==> config.mk <==
export PLATFORM = sky130hd
export DESIGN_NAME = dms_ram
export DESIGN_NICKNAME = d
export VERILOG_FILES = /design/src/design/density_minhash_signature_top_defines.svh /design/src/design/dms_ram.sv
export SDC_FILE = /design/constraint.sdc
export NUM_CORES = 1
export LEC_CHECK = 0
export BUFFER_PORTS_ARGS = -buffer_cell sky130_fd_sc_hd__buf_2
export CAP_MARGIN = 10
export CORE_MARGIN = 2
export CORE_UTILIZATION = 40
export DETAILED_ROUTE_END_ITERATION = 10
export SETUP_SLACK_MARGIN = 0.05
export SYNTH_ARGS = -nofsm -noshare
export SYNTH_HDL_FRONTEND = slang
export SYNTH_SLANG_ARGS = --single-unit
==> constraint.sdc <==
create_clock -name aclk -period 1.8 [get_ports aclk]
set_input_delay 0.36 -clock aclk [delete_from_list [all_inputs] [get_ports aclk]]
set_output_delay 0.36 -clock aclk [all_outputs]
set_load 0.01 [all_outputs]
==> src/design/density_minhash_signature_top_defines.svh <==
// Assertion macros used by the top-level design file
`ifndef DENSITY_MINHASH_SIGNATURE_TOP_DEFINES_SVH
`define DENSITY_MINHASH_SIGNATURE_TOP_DEFINES_SVH

// Assert that an antecedent implies a consequent in the same cycle
`define DMS_ASSERT_IMPLY(label, clk, rstn, ante, cons, msg) \
    label: assert property (@(posedge clk) disable iff (!rstn) (ante) |-> (cons)) \
        else $error(msg);

// Assert that an antecedent implies a consequent in the next cycle
`define DMS_ASSERT_NEXT(label, clk, rstn, ante, cons, msg) \
    label: assert property (@(posedge clk) disable iff (!rstn) (ante) |=> (cons)) \
        else $error(msg);

`endif

==> src/design/dms_ram.sv <==
module dms_ram #(
    parameter int Width = 8,
    parameter int Depth = 16
) (
    input  logic                     aclk,
    input  logic                     we,
    input  logic [$clog2(Depth)-1:0] waddr,
    input  logic [Width-1:0]         wdata,
    input  logic [$clog2(Depth)-1:0] raddr,
    output logic [Width-1:0]         rdata
);
    logic [Width-1:0] mem [Depth];

    // Write and registered read
    always_ff @(posedge aclk) begin
        if (we) begin
            mem[waddr] <= wdata;
        end
        rdata <= mem[raddr];
    end
endmodule

; ---- Word level (Yosys, flattened, before mapping)
; Memory sizes are Yosys's and may differ from the RTL's. A register that Yosys moved wholly into a read port is not among the register bits.
; Cells that the tools add are included.
[word_totals]
reg_bits = 0
latch_bits = 0
ram_bits = 128
romBits = 0
in_bits = 18
output_inout_bits = 8
word_cells = 3
mem_count = 1
[mem_list]
columns = name, words, width, read_ports, rd_ports_with_merged_regs, write_ports, line_no
row1 = mem, 16, 8, 1, 1, 1, dms_ram.sv:12  ; logic [Width-1:0] mem [Depth];
[op_classes]
add_sub_neg = 0
mul = 0
div = 0
order_cmp = 0
eq_ne = 0
n_shift = 0
mux = 2
bitwise_logic = 0
reduce_logical = 0
[op_table]
columns = cell, count
row1 = $mux W1, 2

; ---- Depth between registers and ports, before layout
[depth]
ltp_word = 2
ltp_mapped = 5
ltp_nobuf = 3

; ---- Worst setup path before layout
; No wires, ideal clock.
[synth_timing]
kind = in2reg
startpoint = in waddr[2]
endpoint = mem mem[0][0], enable pin
setup_ns = 0.383
arrival_ns = 1.470
t_required_ns = 1.417
setup_slack_ns = -0.053
stages = 2
path_buffers = 0
cell_sequence = or3b_2 nor3_1
[synth_rtl]
columns = element, line_no
row1 = start: declaration, dms_ram.sv:7  ; input logic [$clog2(Depth)-1:0] waddr,
row2 = end: declaration, dms_ram.sv:12
; No word-level cell before the write port.

==> run_results.csv <==
group,metric,value,unit
final_layout,drive_above_1_share,0.3188,
critical_path,cp_data_arrival_time,1.65,ns
detailed_routing,wire_per_inst,19.83,um
critical_path,critPathLaunch,"raddr[0]",
timing,finalHoldViolCount,0,
clocking,cts.repair.resized,0,
place,place_area,5609,um2
clocking,cts_tree,"done",
pwr,seqPwrFrac,0.470,
timing,fin_worst_skew,0.004042,ns
die,rows,41,
synthesis,yosys_warnings,0,
die,die_h,117.4,um
place,io_buffers,25,
synthesis,ys_seq_area_frac,0.7778,
final_layout,final_common_cell,"edfxtp_1",
hold_path,hold_depth,1,
flow_run,maxCapViolCount,0,
final_layout,syn_to_final_growth,21.37,%
timing,fmax,0.7370,GHz
critical_path,r2r-start,"mem[1][1]",
clocking,cts_setup_buffers,0,
final_layout,final_cell_area,6247,um2
timing,tns,0,ns
clocking,htree_num_levels,4,
critical_path,required,2.09,ns
detailed_routing,drc,0,
final_layout,finalNetCount,303,
clocking,hold_buffers,0,
critical_path,endpoint_kind,"flip-flop",
hold_path,holdCritPathClass,"primary input to flip-flop",
timing,setup_viol,0,
detailed_routing,dr_total_vias,2369,
critical_path,r2r_cells,3,
pwr,leakagePower,2.140,nW
final_layout,antenna_cells,0,
final_layout,utilization,0.4971,
clocking,cts.root.buffer_cell,"clkbuf_16",
die,fp.dieW,117.4,um
place,gp_congestion,0.7243,
clocking,cts_buffer_depth,2,
synthesis,ys_seq_elements,136,
final_layout,final_cell_mix,"edfxtp_1 (128), buf_2 (25), buf_4 (19), mux4_2 (18), clkbuf_16 (17)",
status,outcome,"completed",
die,io-pin-count,26,
clocking,clock_sinks,136,
global_routing,grt_pass1_wl,14.55,mm
hold_path,min_from,"wdata[2]",
detailed_routing,viasPerCell,5.040,
pwr,p_sw,0.001373,W
timing,relSlewSlack,0.5074,
clocking,insertion_delay,0.40,ns
critical_path,crit_type,"primary input to flip-flop",
global_routing,grt_antenna_before_repair,0,
die,die_area,13790,um2
global_routing,grt_start_max_net_pins,21,
detailed_routing,antenna_left,0,
synthesis,ys_types,19,
pwr,power_density,1213,nW/um2
global_routing,first_global_vias,2460,
pwr,p_int,0.006208,W
timing,worst_pin_slew,0.7373,ns
die,start_util,0.4096,
pwr,p_comb_frac,0.045,
pwr,swShare,0.1811,
timing,drv_slew,0,
critical_path,start_kind,"primary input",
timing,layout_min_cycle_time,1.357,ns
timing,rsz0062_at_grt,"no",
place,hpwl,6.223,mm
timing,finalCritPeriodShare,0.7538,
synthesis,syn_nets,247,
detailed_routing,first_pass_iters,4,
synthesis,syn-instance-count,229,
critical_path,crit_fanout,17,
global_routing,overflow,0,
synthesis,synth_area,5147,um2
critical_path,endpoint,"rdata[2]",
synthesis,avgSynthCellArea,22.48,um2
detailed_routing,drtIter0Drc,273,
die,core,12570,um2
critical_path,r2r_end,"rdata[1]",
pwr,vdd_ir_drop_max,666.7,uV
global_routing,track_usage,0.1468,
detailed_routing,wl,9.319,mm
clocking,cts_buffers,17,
pwr,p_clk_frac,0.485,
clocking,cts.reportedPaths.clkPinSlew,0.05,ns
critical_path,rrSetupSlack,0.45,ns
-- stage by stage --
step                worst slack (ns)  power, W  hold WS (ns)  cells
global route                  0.3607  0.007815        0.3479    470
global placement             0.02548  0.003964        0.6485    438
detailed placement           0.01466  0.003972        0.6571    438
CTS                           0.4224  0.007622        0.3458    470
floorplan                     0.1739  0.003811        0.4589    229
finish                        0.4432  0.007581        0.3472    470
-- cell type report --
cell class                      count  area [um2]
Clock buffer                       22       464.2
Clock inverter                     10       173.9
Fill cell                        1009        6321
Multi-Input combinational cell     83        1062
Sequential cell                   136        4004
Tap cell                          172       215.2
Timing Repair Buffer               47       327.8
-- registers in the layout, summed over array words and instances (netlist names) --
name	cells
mem	128
rdata	8
-- power by group through the flow --
stage | registers (W) | clock network, W | logic [W]
floorplan | 0.00363 | 0 | 0.000180
global placement | 0.00363 | 0 | 0.000339
detailed placement | 0.00363 | 0 | 0.000345
CTS | 0.00356 | 0.00371 | 0.000345
global route | 0.00357 | 0.00388 | 0.000372
finish | 0.00356 | 0.00368 | 0.000338
-- how the worst min path moves through the flow --
stage / slack, ns / end
CTS: 0.35 / mem[6][7]
detailed placement: 0.66 / rdata[2]
global route: 0.35 / mem[10][1]
floorplan: 0.46 / mem[0][0]
finish: 0.35 / mem[11][2]
global placement: 0.65 / rdata[1]
-- kinds of logic (layout without fill, tap and decap cells) --
| logic type | count (synthesis) | after routing | share of synthesized area |
|---|---|---|---|
| buf+inv | 10 | 79 | 0.01677 |
| compound gates | 16 | 16 | 0.02334 |
| simple gates | 35 | 35 | 0.03184 |
| mux | 32 | 32 | 0.1502 |
| flops | 136 | 136 | 0.7778 |
-- routing by layer --
metal	routed length, um	part of all wire	track usage
met3	474	0.051	0.04912
met5	0	0	0
met2	4475	0.48	0.2248
met1	4233	0.45	0.1991
met4	136	0.015	0.04970
-- cell usage after synthesis --
| cell | count | area [um2] |
|---|---|---|
| or3b_2 | 1 | 8.760 |
| nor2_1 | 13 | 48.80 |
| and2b_1 | 1 | 7.510 |
| a22oi_1 | 16 | 120.1 |
| nor3_1 | 4 | 20.02 |
| buf_2 | 3 | 15.01 |
| nor2b_1 | 1 | 6.260 |
| clkdlybuf4s25_2 | 3 | 30.03 |
| and2_1 | 1 | 6.260 |
| nand2b_1 | 2 | 12.51 |
| mux4_1 | 14 | 367.9 |
| mux4_2 | 18 | 405.4 |
| nand2_1 | 9 | 33.78 |
| dfxtp_1 | 8 | 160.2 |
| buf_6 | 3 | 33.78 |
| buf_4 | 1 | 7.510 |
| edfxtp_1 | 128 | 3844 |
| nand3b_1 | 2 | 15.01 |
| nand3_1 | 1 | 5.000 |
-- worst max-delay path, cell delays in order --
cell and delay [ns]:
buf_2 0.14, buf_12 0.19, mux4_1 0.57, a22oi_1 0.30, nand2_1 0.08
Note: power is estimated with default switching activity, not from simulation.
